===== config.mk =====
export PLATFORM = sky130hd
export DESIGN_NAME = spreadsheet_date_serial_convert
export DESIGN_NICKNAME = d
export VERILOG_FILES = /design/src/rtl/core/ssdc_pkg.sv /design/src/rtl/core/ssdc_to_serial.sv /design/src/rtl/core/ssdc_to_date.sv /design/src/rtl/core/spreadsheet_date_serial_convert.sv
export VERILOG_INCLUDE_DIRS = /design/src /design/src/rtl/core
export SDC_FILE = /design/constraint.sdc
export NUM_CORES = 2
export LEC_CHECK = 0
export ABC_AREA = 1
export BUFFER_PORTS_ARGS = -buffer_cell sky130_fd_sc_hd__buf_2
export CORE_ASPECT_RATIO = 1.25
export CORE_MARGIN = 2
export CORE_UTILIZATION = 41
export DETAILED_ROUTE_END_ITERATION = 8
export GPL_TIMING_DRIVEN = 1
export PLACE_DENSITY = 0.55
export SETUP_SLACK_MARGIN = 0.15
export SLEW_MARGIN = 20
export SYNTH_ARGS = -nofsm -noshare
export SYNTH_HDL_FRONTEND = slang
export SYNTH_SLANG_ARGS = --single-unit

===== constraint.sdc =====
create_clock -name clk -period 6.8 [get_ports clk]
set_input_delay 0.34 -clock clk [delete_from_list [all_inputs] [get_ports clk]]
set_output_delay 0.34 -clock clk [all_outputs]
set_load 0.01 [all_outputs]

===== src/rtl/core/spreadsheet_date_serial_convert_macros.svh =====
// ---------------------------------------------------------------------------
// Spreadsheet date serial converter: assertion macros
// Shorthand for the clocked checks at the end of the top level.
// ---------------------------------------------------------------------------
`ifndef SPREADSHEET_DATE_SERIAL_CONVERT_MACROS_SVH
`define SPREADSHEET_DATE_SERIAL_CONVERT_MACROS_SVH

// Same-cycle implication, ignored while reset is asserted
`define SDSC_ASSERT_IMP(lbl, clk, rst_n, ante, cons, msg) \
	lbl: assert property (@(posedge clk) disable iff (!rst_n) (ante) |-> (cons)) \
		else $error(msg);

// Next-cycle implication, ignored while reset is asserted
`define SDSC_ASSERT_NXT(lbl, clk, rst_n, ante, cons, msg) \
	lbl: assert property (@(posedge clk) disable iff (!rst_n) (ante) |=> (cons)) \
		else $error(msg);

`endif


===== src/rtl/core/ssdc_pkg.sv =====
// ---------------------------------------------------------------------------
// Spreadsheet date serial converter: shared package
// Field widths, calendar constants, reciprocal multipliers for the constant
// divisions, and the small calendar tables used by both datapaths.
// ---------------------------------------------------------------------------
package ssdc_pkg;

	// Pipeline depth, identical for both conversion directions
	localparam int NSTG = 9;

	// Field widths
	localparam int YEAR_W     = 16;
	localparam int MONTH_W    = 4;
	localparam int DAY_W      = 5;
	localparam int SERIAL_W   = 25;
	localparam int IN_DATA_W  = 56;
	localparam int OUT_DATA_W = 56;

	// Conversion direction carried in tuser
	typedef enum logic {
		OP_DATE_TO_SERIAL = 1'b0,
		OP_SERIAL_TO_DATE = 1'b1
	} op_t;

	// Stage enables and the date system, fanned out to both datapaths
	typedef struct packed {
		logic [NSTG:1] en;
		logic          sys_1904;
	} ssdc_ctl_t;

	// Calendar constants
	localparam int BASE_BEFORE_GHOST = 25568;
	localparam int BASE_AFTER_GHOST  = 25569;
	localparam int OFFSET_1904       = 1462;
	localparam int CIVIL_1900_FEB28  = -25509;
	localparam int EPOCH_SHIFT       = 719468;
	localparam int DAYS_PER_ERA      = 146097;
	localparam int DAYS_PER_ERA_M1   = 146096;
	localparam int YEARS_PER_ERA     = 400;
	localparam int DAYS_PER_YEAR     = 365;
	localparam int GHOST_SERIAL      = 60;
	localparam int GHOST_YEAR        = 1900;
	localparam int GHOST_MONTH       = 2;
	localparam int GHOST_DAY         = 29;
	localparam int MONTH_MIN         = 1;
	localparam int MONTH_MAX         = 12;

	// Bias that makes the shifted year non-negative (whole eras)
	localparam int YEAR_BIAS_ERAS = 82;
	localparam int YEAR_BIAS      = YEAR_BIAS_ERAS * YEARS_PER_ERA;

	// Bias that makes the shifted day count non-negative (whole eras)
	localparam int SERIAL_BIAS_ERAS = 111;
	localparam int SERIAL_BIAS      = EPOCH_SHIFT + SERIAL_BIAS_ERAS * DAYS_PER_ERA;

	// Reciprocals: q = (x * M) >> K, with K = width(x) + width(divisor)
	localparam int K400   = 26;
	localparam logic [17:0] M400 = 18'(((64'd1 << K400) + 64'd399) / 64'd400);
	localparam int K_ERA  = 44;
	localparam logic [26:0] M_ERA = 27'(((64'd1 << K_ERA) + 64'd146096) / 64'd146097);
	localparam int K100   = 16;
	localparam logic [9:0]  M100 = 10'(((64'd1 << K100) + 64'd99) / 64'd100);
	localparam int K1460  = 29;
	localparam logic [18:0] M1460 = 19'(((64'd1 << K1460) + 64'd1459) / 64'd1460);
	localparam int K36524 = 34;
	localparam logic [18:0] M36524 = 19'(((64'd1 << K36524) + 64'd36523) / 64'd36524);
	localparam int K365   = 27;
	localparam logic [18:0] M365 = 19'(((64'd1 << K365) + 64'd364) / 64'd365);
	localparam int K153   = 19;
	localparam logic [11:0] M153 = 12'(((64'd1 << K153) + 64'd152) / 64'd153);

	// Days before the start of each month, counted from March
	function automatic logic [8:0] cum_days(input logic [3:0] mp);
		logic [8:0] r;
		case (mp)
			4'd0:    r = 9'd0;
			4'd1:    r = 9'd31;
			4'd2:    r = 9'd61;
			4'd3:    r = 9'd92;
			4'd4:    r = 9'd122;
			4'd5:    r = 9'd153;
			4'd6:    r = 9'd184;
			4'd7:    r = 9'd214;
			4'd8:    r = 9'd245;
			4'd9:    r = 9'd275;
			4'd10:   r = 9'd306;
			4'd11:   r = 9'd337;
			default: r = 9'd0;
		endcase
		return r;
	endfunction

	// Days in the era before year-of-era yoe: 365*yoe + yoe/4 - yoe/100
	function automatic logic [17:0] yoe_days(input logic [8:0] yoe);
		logic [18:0] p100;
		logic [1:0]  q100;
		p100 = 19'(yoe) * 19'(M100);
		q100 = p100[K100 +: 2];
		return 18'(yoe) * 18'(DAYS_PER_YEAR) + 18'(yoe[8:2]) - 18'(q100);
	endfunction

endpackage


===== src/rtl/core/ssdc_to_serial.sv =====
// ---------------------------------------------------------------------------
// Spreadsheet date serial converter: date to serial datapath
// Nine-stage pipeline computing the civil day count of a year/month/day and
// adding the spreadsheet offset of the selected date system.
// ---------------------------------------------------------------------------
module ssdc_to_serial import ssdc_pkg::*; (
	input  logic                       clk,
	input  ssdc_ctl_t                  ctl,
	input  logic signed [YEAR_W-1:0]   year_in,
	input  logic [MONTH_W-1:0]         month_in,
	input  logic [DAY_W-1:0]           day_in,
	output logic signed [SERIAL_W-1:0] serial_out
);

	// Stage 1 inputs
	logic [MONTH_W-1:0] month_c;
	logic               month_low;
	logic [17:0]        t_sum;
	logic [3:0]         mp_d;
	logic [8:0]         doy1_d;
	logic               ghost_d;

	// Pipeline registers
	logic [16:0] t_s1, t_s2;
	logic [8:0]  doy1_s1, doy1_s2, doy1_s3;
	logic        ghost_s1, ghost_s2, ghost_s3, ghost_s4, ghost_s5;
	logic        sys_s1, sys_s2, sys_s3, sys_s4, sys_s5;
	logic [7:0]  qy_s2;
	logic [8:0]  yoe_s3;
	logic [7:0]  era_s3, era_s4;
	logic [17:0] doe1_s4;
	logic [25:0] cnt_s5;
	logic [24:0] ser_s6, ser_s7, ser_s8, ser_s9;

	// Combinational stage results
	logic [34:0] p400;
	logic [16:0] yoe_full;
	logic [25:0] cnt_d;
	logic [25:0] sum_1904;
	logic [25:0] sum_1900;
	logic        before_ghost;

	// Clamp the month, shift the year so March opens it, bias to non-negative
	always_comb begin
		month_c = month_in;
		if (month_in < 4'(MONTH_MIN)) begin
			month_c = 4'(MONTH_MIN);
		end else if (month_in > 4'(MONTH_MAX)) begin
			month_c = 4'(MONTH_MAX);
		end
		month_low = (month_c <= 4'd2);
		t_sum     = {{2{year_in[YEAR_W-1]}}, year_in} - {17'd0, month_low} + 18'(YEAR_BIAS);
		mp_d      = (month_c > 4'd2) ? month_c - 4'd3 : month_c + 4'd9;
		doy1_d    = cum_days(mp_d) + 9'(day_in);
		ghost_d   = (year_in == 16'(GHOST_YEAR)) && (month_c == 4'(GHOST_MONTH))
			&& (day_in == 5'(GHOST_DAY));
	end

	// Era by reciprocal, then year of era and day count
	assign p400     = 35'(t_s1) * 35'(M400);
	assign yoe_full = t_s2 - 17'(qy_s2) * 17'(YEARS_PER_ERA);
	assign cnt_d    = {{18{era_s4[7]}}, era_s4} * 26'(DAYS_PER_ERA) + 26'(doe1_s4)
		- 26'(EPOCH_SHIFT + 1);

	// Add the offset of the date system; in the 1900 system the ghost date maps to its own serial
	always_comb begin
		sum_1904     = cnt_s5 + 26'(BASE_AFTER_GHOST - OFFSET_1904);
		before_ghost = $signed(cnt_s5) <= $signed(26'(CIVIL_1900_FEB28));
		sum_1900     = cnt_s5 + (before_ghost ? 26'(BASE_BEFORE_GHOST)
			: 26'(BASE_AFTER_GHOST));
	end

	// Advance each stage on its enable
	always_ff @(posedge clk) begin
		if (ctl.en[1]) begin
			t_s1     <= t_sum[16:0];
			doy1_s1  <= doy1_d;
			ghost_s1 <= ghost_d;
			sys_s1   <= ctl.sys_1904;
		end
		if (ctl.en[2]) begin
			qy_s2    <= p400[K400 +: 8];
			t_s2     <= t_s1;
			doy1_s2  <= doy1_s1;
			ghost_s2 <= ghost_s1;
			sys_s2   <= sys_s1;
		end
		if (ctl.en[3]) begin
			yoe_s3   <= yoe_full[8:0];
			era_s3   <= qy_s2 - 8'(YEAR_BIAS_ERAS);
			doy1_s3  <= doy1_s2;
			ghost_s3 <= ghost_s2;
			sys_s3   <= sys_s2;
		end
		if (ctl.en[4]) begin
			doe1_s4  <= yoe_days(yoe_s3) + 18'(doy1_s3);
			era_s4   <= era_s3;
			ghost_s4 <= ghost_s3;
			sys_s4   <= sys_s3;
		end
		if (ctl.en[5]) begin
			cnt_s5   <= cnt_d;
			ghost_s5 <= ghost_s4;
			sys_s5   <= sys_s4;
		end
		if (ctl.en[6]) begin
			if (sys_s5) begin
				ser_s6 <= sum_1904[24:0];
			end else if (ghost_s5) begin
				ser_s6 <= 25'(GHOST_SERIAL);
			end else begin
				ser_s6 <= sum_1900[24:0];
			end
		end
		if (ctl.en[7]) begin
			ser_s7 <= ser_s6;
		end
		if (ctl.en[8]) begin
			ser_s8 <= ser_s7;
		end
		if (ctl.en[9]) begin
			ser_s9 <= ser_s8;
		end
	end

	assign serial_out = $signed(ser_s9);

endmodule


===== src/rtl/core/ssdc_to_date.sv =====
// ---------------------------------------------------------------------------
// Spreadsheet date serial converter: serial to date datapath
// Nine-stage pipeline removing the spreadsheet offset and splitting the day
// count into era, year of era, day of year, month and day.
// ---------------------------------------------------------------------------
module ssdc_to_date import ssdc_pkg::*; (
	input  logic                       clk,
	input  ssdc_ctl_t                  ctl,
	input  logic signed [SERIAL_W-1:0] serial_in,
	output logic signed [YEAR_W-1:0]   year_out,
	output logic [MONTH_W-1:0]         month_out,
	output logic [DAY_W-1:0]           day_out
);

	// Stage 1 inputs
	logic        below_ghost;
	logic [26:0] off_d;
	logic [26:0] u_sum;
	logic        ghost_d;

	// Pipeline registers
	logic [25:0] u_s1, u_s2;
	logic        ghost_s1, ghost_s2, ghost_s3, ghost_s4, ghost_s5, ghost_s6, ghost_s7;
	logic        ghost_s8;
	logic [7:0]  qe_s2;
	logic [7:0]  era_s3, era_s4, era_s5, era_s6, era_s7, era_s8;
	logic [17:0] doe_s3, doe_s4, doe_s5, doe_s6;
	logic [6:0]  a_s4;
	logic [2:0]  b_s4;
	logic        c_s4;
	logic [17:0] x_s5;
	logic [8:0]  yoe_s6, yoe_s7, yoe_s8;
	logic [8:0]  doy_s7, doy_s8;
	logic [3:0]  mp_s8;
	logic [YEAR_W-1:0]  year_s9;
	logic [MONTH_W-1:0] month_s9;
	logic [DAY_W-1:0]   day_s9;

	// Combinational stage results
	logic [52:0] p_era;
	logic [25:0] doe_full;
	logic [36:0] p1460;
	logic [36:0] p36524;
	logic [36:0] p365;
	logic [17:0] doy_full;
	logic [10:0] v153;
	logic [22:0] p153;
	logic [8:0]  day_full;
	logic [3:0]  month_d;
	logic [15:0] year_d;

	// Remove the serial offset and bias the day count to whole positive eras
	always_comb begin
		below_ghost = $signed(serial_in) < $signed(25'(GHOST_SERIAL));
		if (ctl.sys_1904) begin
			off_d = 27'(BASE_AFTER_GHOST - OFFSET_1904);
		end else if (below_ghost) begin
			off_d = 27'(BASE_BEFORE_GHOST);
		end else begin
			off_d = 27'(BASE_AFTER_GHOST);
		end
		u_sum   = {{2{serial_in[SERIAL_W-1]}}, serial_in} + 27'(SERIAL_BIAS) - off_d;
		ghost_d = !ctl.sys_1904 && (serial_in == 25'(GHOST_SERIAL));
	end

	// Era, day of era, year of era and month index by reciprocals
	assign p_era    = 53'(u_s1) * 53'(M_ERA);
	assign doe_full = u_s2 - 26'(qe_s2) * 26'(DAYS_PER_ERA);
	assign p1460    = 37'(doe_s3) * 37'(M1460);
	assign p36524   = 37'(doe_s3) * 37'(M36524);
	assign p365     = 37'(x_s5) * 37'(M365);
	assign doy_full = doe_s6 - yoe_days(yoe_s6);
	assign v153     = {doy_s7, 2'b00} + 11'(doy_s7) + 11'd2;
	assign p153     = 23'(v153) * 23'(M153);

	// Rebuild day, month and year; the ghost serial has a fixed date
	always_comb begin
		day_full = doy_s8 - cum_days(mp_s8) + 9'd1;
		month_d  = (mp_s8 < 4'd10) ? mp_s8 + 4'd3 : mp_s8 - 4'd9;
		year_d   = 16'(yoe_s8) + {{8{era_s8[7]}}, era_s8} * 16'(YEARS_PER_ERA)
			+ 16'(month_d <= 4'd2);
	end

	// Advance each stage on its enable
	always_ff @(posedge clk) begin
		if (ctl.en[1]) begin
			u_s1     <= u_sum[25:0];
			ghost_s1 <= ghost_d;
		end
		if (ctl.en[2]) begin
			qe_s2    <= p_era[K_ERA +: 8];
			u_s2     <= u_s1;
			ghost_s2 <= ghost_s1;
		end
		if (ctl.en[3]) begin
			doe_s3   <= doe_full[17:0];
			era_s3   <= qe_s2 - 8'(SERIAL_BIAS_ERAS);
			ghost_s3 <= ghost_s2;
		end
		if (ctl.en[4]) begin
			a_s4     <= p1460[K1460 +: 7];
			b_s4     <= p36524[K36524 +: 3];
			c_s4     <= (doe_s3 == 18'(DAYS_PER_ERA_M1));
			doe_s4   <= doe_s3;
			era_s4   <= era_s3;
			ghost_s4 <= ghost_s3;
		end
		if (ctl.en[5]) begin
			x_s5     <= doe_s4 - 18'(a_s4) + 18'(b_s4) - 18'(c_s4);
			doe_s5   <= doe_s4;
			era_s5   <= era_s4;
			ghost_s5 <= ghost_s4;
		end
		if (ctl.en[6]) begin
			yoe_s6   <= p365[K365 +: 9];
			doe_s6   <= doe_s5;
			era_s6   <= era_s5;
			ghost_s6 <= ghost_s5;
		end
		if (ctl.en[7]) begin
			doy_s7   <= doy_full[8:0];
			yoe_s7   <= yoe_s6;
			era_s7   <= era_s6;
			ghost_s7 <= ghost_s6;
		end
		if (ctl.en[8]) begin
			mp_s8    <= p153[K153 +: 4];
			doy_s8   <= doy_s7;
			yoe_s8   <= yoe_s7;
			era_s8   <= era_s7;
			ghost_s8 <= ghost_s7;
		end
		if (ctl.en[9]) begin
			if (ghost_s8) begin
				year_s9  <= 16'(GHOST_YEAR);
				month_s9 <= 4'(GHOST_MONTH);
				day_s9   <= 5'(GHOST_DAY);
			end else begin
				year_s9  <= year_d;
				month_s9 <= month_d;
				day_s9   <= day_full[4:0];
			end
		end
	end

	assign year_out  = $signed(year_s9);
	assign month_out = month_s9;
	assign day_out   = day_s9;

endmodule


===== src/rtl/core/spreadsheet_date_serial_convert.sv =====
// ---------------------------------------------------------------------------
// Spreadsheet date serial converter
// Converts proleptic Gregorian dates to spreadsheet day serials and back,
// in the 1900 system (with its fictitious leap day) or the 1904 system.
//
// Channel   | Dir | Handshake         | Payload
// ----------|-----|-------------------|-----------------------------------------
// s_axis    | in  | tvalid/tready     | tuser op, tdata year/month/day/serial
// m_axis    | out | tvalid/tready     | tdata serial/year/month/day
// apb       | in  | psel/penable      | register 0: date system select
//
// Accepts one word per cycle unless the output stalls; depth is set by the
// serial to date chain of reciprocal multiplies (era, leap corrections, year,
// month). Reset clears all stage valid bits and selects the 1900 date system.
// Each stage holds while the stage after it is full and stalled; empty
// stages fill, so input is taken while a finished word waits at the output.
// ---------------------------------------------------------------------------
`include "spreadsheet_date_serial_convert_macros.svh"

module spreadsheet_date_serial_convert import ssdc_pkg::*; (
	input  logic                  clk,
	input  logic                  arst_n,
	// Input words
	input  logic                  s_axis_tvalid,
	output logic                  s_axis_tready,
	input  logic [IN_DATA_W-1:0]  s_axis_tdata,  // year_in[15:0], month_in[19:16],
	                                             // day_in[24:20], serial_in[49:25], zero
	input  logic                  s_axis_tuser,  // op[0]
	// Result words
	output logic                  m_axis_tvalid,
	input  logic                  m_axis_tready,
	output logic [OUT_DATA_W-1:0] m_axis_tdata,  // serial_out[24:0], year_out[40:25],
	                                             // month_out[44:41], day_out[49:45], zero
	// Configuration
	input  logic                  psel,
	input  logic                  penable,
	input  logic                  pwrite,
	input  logic [2:0]            paddr,
	input  logic [31:0]           pwdata,
	output logic [31:0]           prdata,
	output logic                  pready
);

	localparam logic REG_DATE_SYSTEM = 1'b0;
	localparam int   OUT_FIELDS_W    = SERIAL_W + YEAR_W + MONTH_W + DAY_W;

	logic                  sys_q;
	logic [NSTG:1]         vld_q;
	logic [NSTG:1]         op_q;
	logic [NSTG+1:1]       en;
	ssdc_ctl_t             ctl;

	logic signed [SERIAL_W-1:0] ser_w;
	logic signed [YEAR_W-1:0]   year_w;
	logic [MONTH_W-1:0]         month_w;
	logic [DAY_W-1:0]           day_w;
	logic [SERIAL_W-1:0]        serial_out_w;
	logic [YEAR_W-1:0]          year_out_w;
	logic [MONTH_W-1:0]         month_out_w;
	logic [DAY_W-1:0]           day_out_w;
	logic                       out_is_date;

	// Register write and read-back
	assign pready = 1'b1;
	assign prdata = (paddr[2] == REG_DATE_SYSTEM) ? {31'd0, sys_q} : 32'd0;

	always_ff @(posedge clk or negedge arst_n) begin
		if (!arst_n) begin
			sys_q <= 1'b0;
		end else if (psel && penable && pwrite && pready && (paddr[2] == REG_DATE_SYSTEM)) begin
			sys_q <= pwdata[0];
		end
	end

	// Stage enables: a stage advances when empty or when the next one advances
	always_comb begin
		en[NSTG+1] = m_axis_tready;
		for (int i = NSTG; i >= 1; i--) begin
			en[i] = !vld_q[i] || en[i+1];
		end
	end

	assign s_axis_tready = en[1];
	assign m_axis_tvalid = vld_q[NSTG];
	assign ctl.en        = en[NSTG:1];
	assign ctl.sys_1904  = sys_q;

	// Valid bits travel with the data
	always_ff @(posedge clk or negedge arst_n) begin
		if (!arst_n) begin
			vld_q <= '0;
		end else begin
			if (en[1]) begin
				vld_q[1] <= s_axis_tvalid;
			end
			for (int i = 2; i <= NSTG; i++) begin
				if (en[i]) begin
					vld_q[i] <= vld_q[i-1];
				end
			end
		end
	end

	// Conversion direction travels with the data
	always_ff @(posedge clk) begin
		if (en[1]) begin
			op_q[1] <= s_axis_tuser;
		end
		for (int i = 2; i <= NSTG; i++) begin
			if (en[i]) begin
				op_q[i] <= op_q[i-1];
			end
		end
	end

	ssdc_to_serial u_to_serial (
		.clk        (clk),
		.ctl        (ctl),
		.year_in    (s_axis_tdata[15:0]),
		.month_in   (s_axis_tdata[19:16]),
		.day_in     (s_axis_tdata[24:20]),
		.serial_out (ser_w)
	);

	ssdc_to_date u_to_date (
		.clk       (clk),
		.ctl       (ctl),
		.serial_in (s_axis_tdata[49:25]),
		.year_out  (year_w),
		.month_out (month_w),
		.day_out   (day_w)
	);

	// Zero the fields of the direction not taken
	assign out_is_date  = (op_q[NSTG] == OP_SERIAL_TO_DATE);
	assign serial_out_w = out_is_date ? '0 : ser_w;
	assign year_out_w   = out_is_date ? year_w : '0;
	assign month_out_w  = out_is_date ? month_w : '0;
	assign day_out_w    = out_is_date ? day_w : '0;

	assign m_axis_tdata = {(OUT_DATA_W - OUT_FIELDS_W)'(0), day_out_w, month_out_w,
		year_out_w, serial_out_w};

	// Checks
	`SDSC_ASSERT_IMP(a_ready_chain, clk, arst_n, 1'b1, s_axis_tready == (!(&vld_q) || m_axis_tready), "input ready disagrees with pipeline occupancy")
	`SDSC_ASSERT_NXT(a_accept_fills, clk, arst_n, s_axis_tvalid && s_axis_tready, vld_q[1], "accepted word missing from first stage")
	`SDSC_ASSERT_IMP(a_date_range, clk, arst_n, m_axis_tvalid && out_is_date, (month_out_w >= 4'd1) && (month_out_w <= 4'd12) && (day_out_w >= 5'd1), "date result out of calendar range")

endmodule

## After elaboration in Yosys (flattened, before gate mapping)

Memories as Yosys holds them, arrays and structs flattened. A register that Yosys moved wholly into a read port is not among the register bits.
Cells that the tools add are included.
Widths: inputs -> output; s select.

| word-level totals | value |
|---|---|
| memories | 2 |
| input port bits | 99 |
| ROM bits | 288 |
| word-level logic and storage cells | 180 |
| memory bits (writable) | 0 |
| latch bits | 0 |
| flip-flop bits (word level) | 520 |

| operators by class | value |
|---|---|
| divide/modulo/power cells | 0 |
| reduce and logical (&&, ||, !) cells | 25 |
| bitwise operators | 1 |
| $add $sub $neg | 32 |
| multiplexer cells | 15 |
| shift operators | 0 |
| $mul | 14 |
| equal/unequal tests | 5 |
| order comparisons | 8 |

Memory list:

| memory | words | width | read ports | clocked after memory_dff | wr ports | line | source |
|---|---|---|---|---|---|---|---|
| (name not given) | 16 | 9 | 1 | 1 | 0 | ssdc_pkg.sv:75 | `case (mp)` |
| (name not given) | 16 | 9 | 1 | 0 | 0 | ssdc_pkg.sv:75 |  |

Operator list:

| kind | number |
|---|---|
| $mux 25 | 3 |
| $mul 18x16->33 const B | 2 |
| $mul 26x24->49 const B | 1 |
| $mul 18x19->37 const B | 1 |
| $mul 17x18->34 const B | 1 |
| $mul 9x6->14 const B | 2 |
| $add 25x26->26 const B | 1 |
| $add 26x18->26 | 1 |
| $le 26x16->1 const B | 1 |
| $mul 8x19->26 const B | 1 |
| $sub 26x20->26 const B | 1 |
| $sub 26x26->26 | 1 |
| $add 25x15->25 const B | 1 |
| $add 25x25->25 | 1 |
| $eq 25x7->1 const B | 1 |
| $lt 25x7->1 const B | 1 |
| $mux 4 | 6 |
| $mul 11x12->23 const B | 1 |
| $add 18x3->18 | 1 |
| $add 18x7->18 | 1 |
| $add 18x9->18 | 1 |
| $eq 18x18->1 const B | 1 |
| $mul 8x18->18 const B | 1 |
| $mul 9x9->18 const B | 1 |
| 40 further kinds | 67 |

## Logic depth before layout (Yosys ltp)

| depth | value |
|---|---|
| word-level depth | 10 |
| depth in mapped cells | 33 |
| mapped depth without buffers | 33 |

## Modules after synthesis

A second synthesis with hierarchy kept.

| unflattened totals | value |
|---|---|
| cells, all modules | 7354 |
| area, all modules | 71070.7 sq um |

Modules (own cells, without submodules):

| module | area each (sq um) | times used | cells an instance |
|---|---|---|---|
| ssdc_to_date | 46687.3 | 1 | 4809 |
| ssdc_to_serial | 22984.5 | 1 | 2345 |
| spreadsheet_date_serial_convert | 1398.8 | 1 | 200 |

## Worst setup path after synthesis

Ideal clock, no wire load.

| timing path | value |
|---|---|
| path kind | register to register |
| start | reg vld_q[9] (netlist bit) |
| end | reg op_q[1] (netlist bit) (enable) |
| arrival time | 6.457 ns |
| setup time | 0.419 ns |
| path buffers | 0 |
| stages on the path, launching flop included | 12 |
| slack | -0.076 ns |
| clock period less this slack | 6.876 ns |
| required time | 6.381 ns |
| path through | dfrtp_1 inv_1 nor2_1 inv_2 nor2_4 nand2_2 nor2_2 nand2_1 nor2_1 nand2_1 nor2_1 nand2_1 |

RTL lines:

| element | line | source |
|---|---|---|
| from (decl) | spreadsheet_date_serial_convert.sv:48 | `logic [NSTG:1] vld_q;` |
| from (signal, indexed assignment) | spreadsheet_date_serial_convert.sv:98 | `vld_q[i] <= vld_q[i-1];` |
| to (signal, indexed assignment) | spreadsheet_date_serial_convert.sv:111 | `op_q[i] <= op_q[i-1];` |
| to (decl) | spreadsheet_date_serial_convert.sv:49 | `logic [NSTG:1] op_q;` |

==> results by group <==
Synth
  • Synth Register Bits: 525
  • Cells after Synth: 7275
  • Asr flop ratio synth: 1.90%
  • EDFF count, synth: 510
  • Register area share after synthesis: 22.2%
  • Syn_area_per_cell: 9.71 um^2
  • Total of warnings raised by yosys: 0
  • Synth unique cells: 57
  • Main flop type after synthesis: edfxtp_1
  • Synthesized area: 70600 um^2

Floorplan
  • Initial core utilization: 41.2%
  • IO Count: 190
  • Die width: 375 um
  • Die Y: 468 um
  • # rows: 170
  • Floorplan core area: 171000 um^2
  • Die area: 176000 um^2

Worst setup path
  • Most frequent CP cell: nand2_1
  • Worst path required time: 7330 ps
  • CP Max Fanout: 7
  • Slowest stage delay, CP: 540 ps
  • Crit path kind: flip-flop to flip-flop
  • Crit start category: flip-flop
  • Worst r2r src: u_to_date.doy_s7[1]
  • Worst reg-to-reg path cell count: 29
  • Slowest cell on the critical path: fa_1
  • Critical path arrival: 6710 ps
  • CP Capture Type: flip-flop
  • R2R setup slack: 620 ps

Clocking
  • Root Buffer: clkbuf_16
  • Num CTS Buffers: 61
  • Clock Latency Late Sink: 690 ps
  • # clock sinks: 525
  • Clock-pin slew on the worst setup and hold paths: 60 ps
  • CTS tree: yes
  • CTS max path bufs: 3
  • Htree depth: 2

Route
  • Total wire length: 162000 um
  • WL per Instance: 16.5 um
  • Initial drt markers: 1842
  • Post-DRT Antenna Nets: 0
  • Vias/cell: 4.83
  • Drt pass-1 iters: 5
  • Vias: 47300
  • Post-route DRC: 0

Global route
  • GRT overflow: 0
  • Initial antenna violation count: 1
  • Pin count of the biggest net entering global routing: 68
  • First-pass GRT wire length: 264000 um
  • Total track usage: 18.9%
  • Vias in the first global route: 50600

Worst hold path
  • Worst hold path startpoint: s_axis_tdata[49]
  • Hold depth: 2
  • Hold endpoint: u_to_date.u_s1[25]
  • HP Class: primary input to flip-flop

STA
  • RSZ-0062 raised after global routing: no
  • Total negative slack: 0 ps
  • Final hold violation count: 0
  • Final setup violating endpoints: 0
  • Fmax: 162 MHz
  • Final Cycle Share: 90.8%
  • Worst clock skew: 70.0 ps
  • Relative slew margins: 40.2%
  • Post-layout min period: 6180 ps
  • Slew Viols, Final: 0
  • Worst Max-Slew Pin Slew: 897 ps

Placed design
  • Placed wire-length estimate: 141000 um
  • Port bufs: 112
  • Routability cong.: 0.907

Finish
  • Layout fillers: 16600
  • Proportion of layout cells with a drive suffix above 1: 4.07%
  • Area grow syn2layout: 8.33%
  • Post-layout nets: 9819

Job
  • Max-Cap Viols: 0

Status
  • Status: finished clean
cell families (layout without fill, tap and decap cells):
| family | count (synthesis) | count (layout) | synth area share (%) |
|---|---|---|---|
| AOI/OAI and AO/OA | 717 | 717 | 5.75 |
| xor gates and xnor gates | 250 | 250 | 3.11 |
| adders and majority gates | 2222 | 2222 | 48.9 |
| buffers and inverters | 1998 | 2234 | 10.8 |
| DFF | 525 | 525 | 22.2 |
| other | 2 | 39 | 0.0106 |
| and+or+nand+nor | 1561 | 1561 | 9.24 |
worst max-delay path by stage:
stage                     depth (start not counted)  slack (ps)        end                 from
final                                            29         620  flip-flop  u_to_date.doy_s7[1]
after global routing                             29         170  flip-flop  u_to_date.doy_s7[1]
after CTS                                        28         410  flip-flop  u_to_date.doy_s7[1]
after detailed placement                         28         440  flip-flop  u_to_date.doy_s7[1]
after global placement                           28         300  flip-flop  u_to_date.doy_s7[1]
after floorplan                                  11         540    op_q[1]             vld_q[9]
flip-flops by register name, indices dropped and copies added (netlist names), 16 cells and up, named ones only:
register                count
u_to_date.u_s1             26
u_to_serial.cnt_s5         26
u_to_serial.ser_s6         25
u_to_serial.ser_s7         25
u_to_serial.ser_s8         25
u_to_serial.serial_out     25
u_to_date.doe_s3           18
u_to_date.doe_s4           18
u_to_date.u_s2             18
u_to_date.x_s5             18
u_to_serial.doe1_s4        18
u_to_serial.t_s1           17
u_to_date.year_out         16
stage by stage:
step / setup WS, ps / cell area, um^2 / hold slack [ps] / cells / utilization (%)
after detailed placement: 436 / 74200 / 282 / 9658 / 43.3
final: 624 / 76500 / 82.8 / 9784 / 44.6
after global placement: 305 / 74200 / 278 / 9658 / 43.3
after CTS: 409 / 76500 / 12.4 / 9782 / 44.6
after global routing: 167 / 76500 / 30.3 / 9783 / 44.6
after floorplan: 544 / 70800 / 44.4 / 7311 / -
critical path, delay by kind of cell (launching register included):
family	cells	cell delay, ps
buf+inv	3	160
fa+ha+maj	8	3270
simple gates	12	1190
xor+xnor	1	270
flops	1	530
compound gates	5	640
cell type report:
class	count	area (um^2)	area share [%]
inverter	1940	7280	9.52
clock inverter	41	601	0.785
multi-input combinational	4788	47500	62.0
timing repair buffer	182	1120	1.46
clock buffer	71	1580	2.07
antenna	1	2.50	0.00327
sequential	525	15700	20.5
tap	2236	2800	3.66
cell usage in the layout, fill, tap and decap left out, types with 8 or more instances in the layout:
master | netlist | layout
o211ai_1 | 10 | 10
nand2_1 | 831 | 828
ha_1 | 1330 | 1329
conb_1 | 2 | 38
o2111ai_1 | 8 | 8
nor3_1 | 75 | 75
nand3_1 | 199 | 199
o21a_1 | 11 | 11
xor2_1 | 155 | 154
nor4_1 | 24 | 24
buf_2 | 5 | 112
edfxtp_1 | 510 | 510
or2_2 | 12 | 12
a21o_1 | 48 | 48
o21ai_0 | 188 | 187
inv_1 | 1934 | 1931
o21ai_1 | 9 | 10
fa_1 | 892 | 892
o31ai_1 | 8 | 8
dlygate4sd3_1 | 0 | 12
a31oi_1 | 22 | 22
clkbuf_16 | 0 | 61
clkbuf_1 | 13 | 8
bufinv_16 | 0 | 11
a211oi_1 | 12 | 11
nor2_1 | 339 | 339
xnor2_1 | 94 | 94
o21bai_1 | 30 | 30
nand4_1 | 57 | 57
o22ai_1 | 9 | 9
buf_4 | 39 | 58
a21boi_0 | 12 | 11
dfrtp_1 | 10 | 10
a21oi_1 | 331 | 331
clkinv_1 | 3 | 8
cells in the mapped netlist (all sizes together), types with 13 or more instances:
cell       n  share of area [%]
a31oi     22               0.19
nor4      24               0.21
a21oi    331                2.3
xor2     156                1.9
fa       892                 25
nor2     343                1.9
inv     1937                 10
o21ai    200                1.4
xnor2     94                1.2
nand4     57               0.50
nand3    199                1.4
nor3      75               0.53
buf       45               0.47
a21o      48               0.51
ha      1330                 24
clkbuf    13              0.069
edfxtp   510                 22
nand2    835                4.5
o21bai    30               0.32
layer usage:
layer | wire length (um) | track usage (%) | part of all wire, % | vias up
met4 | 3950 | 4.80 | 2.4 | 0
met5 | 0 | 0 | 0 | -
met3 | 3910 | 1.53 | 2.4 | 204
li1 | - | - | - | 23400
met1 | 70300 | 23.6 | 43 | 23000
met2 | 83700 | 35.0 | 52 | 682
repair_timing:
item,CTS,global route
gates resized for setup,0,5
setup endpoints to repair,0,5
hold endpoints to repair,18,0
setup buffers,0,1
hold buffers,12,0
Power is left out: the tool's default activity adds up to more than one toggle a clock period on the data nets, which glitch-free logic cannot reach.
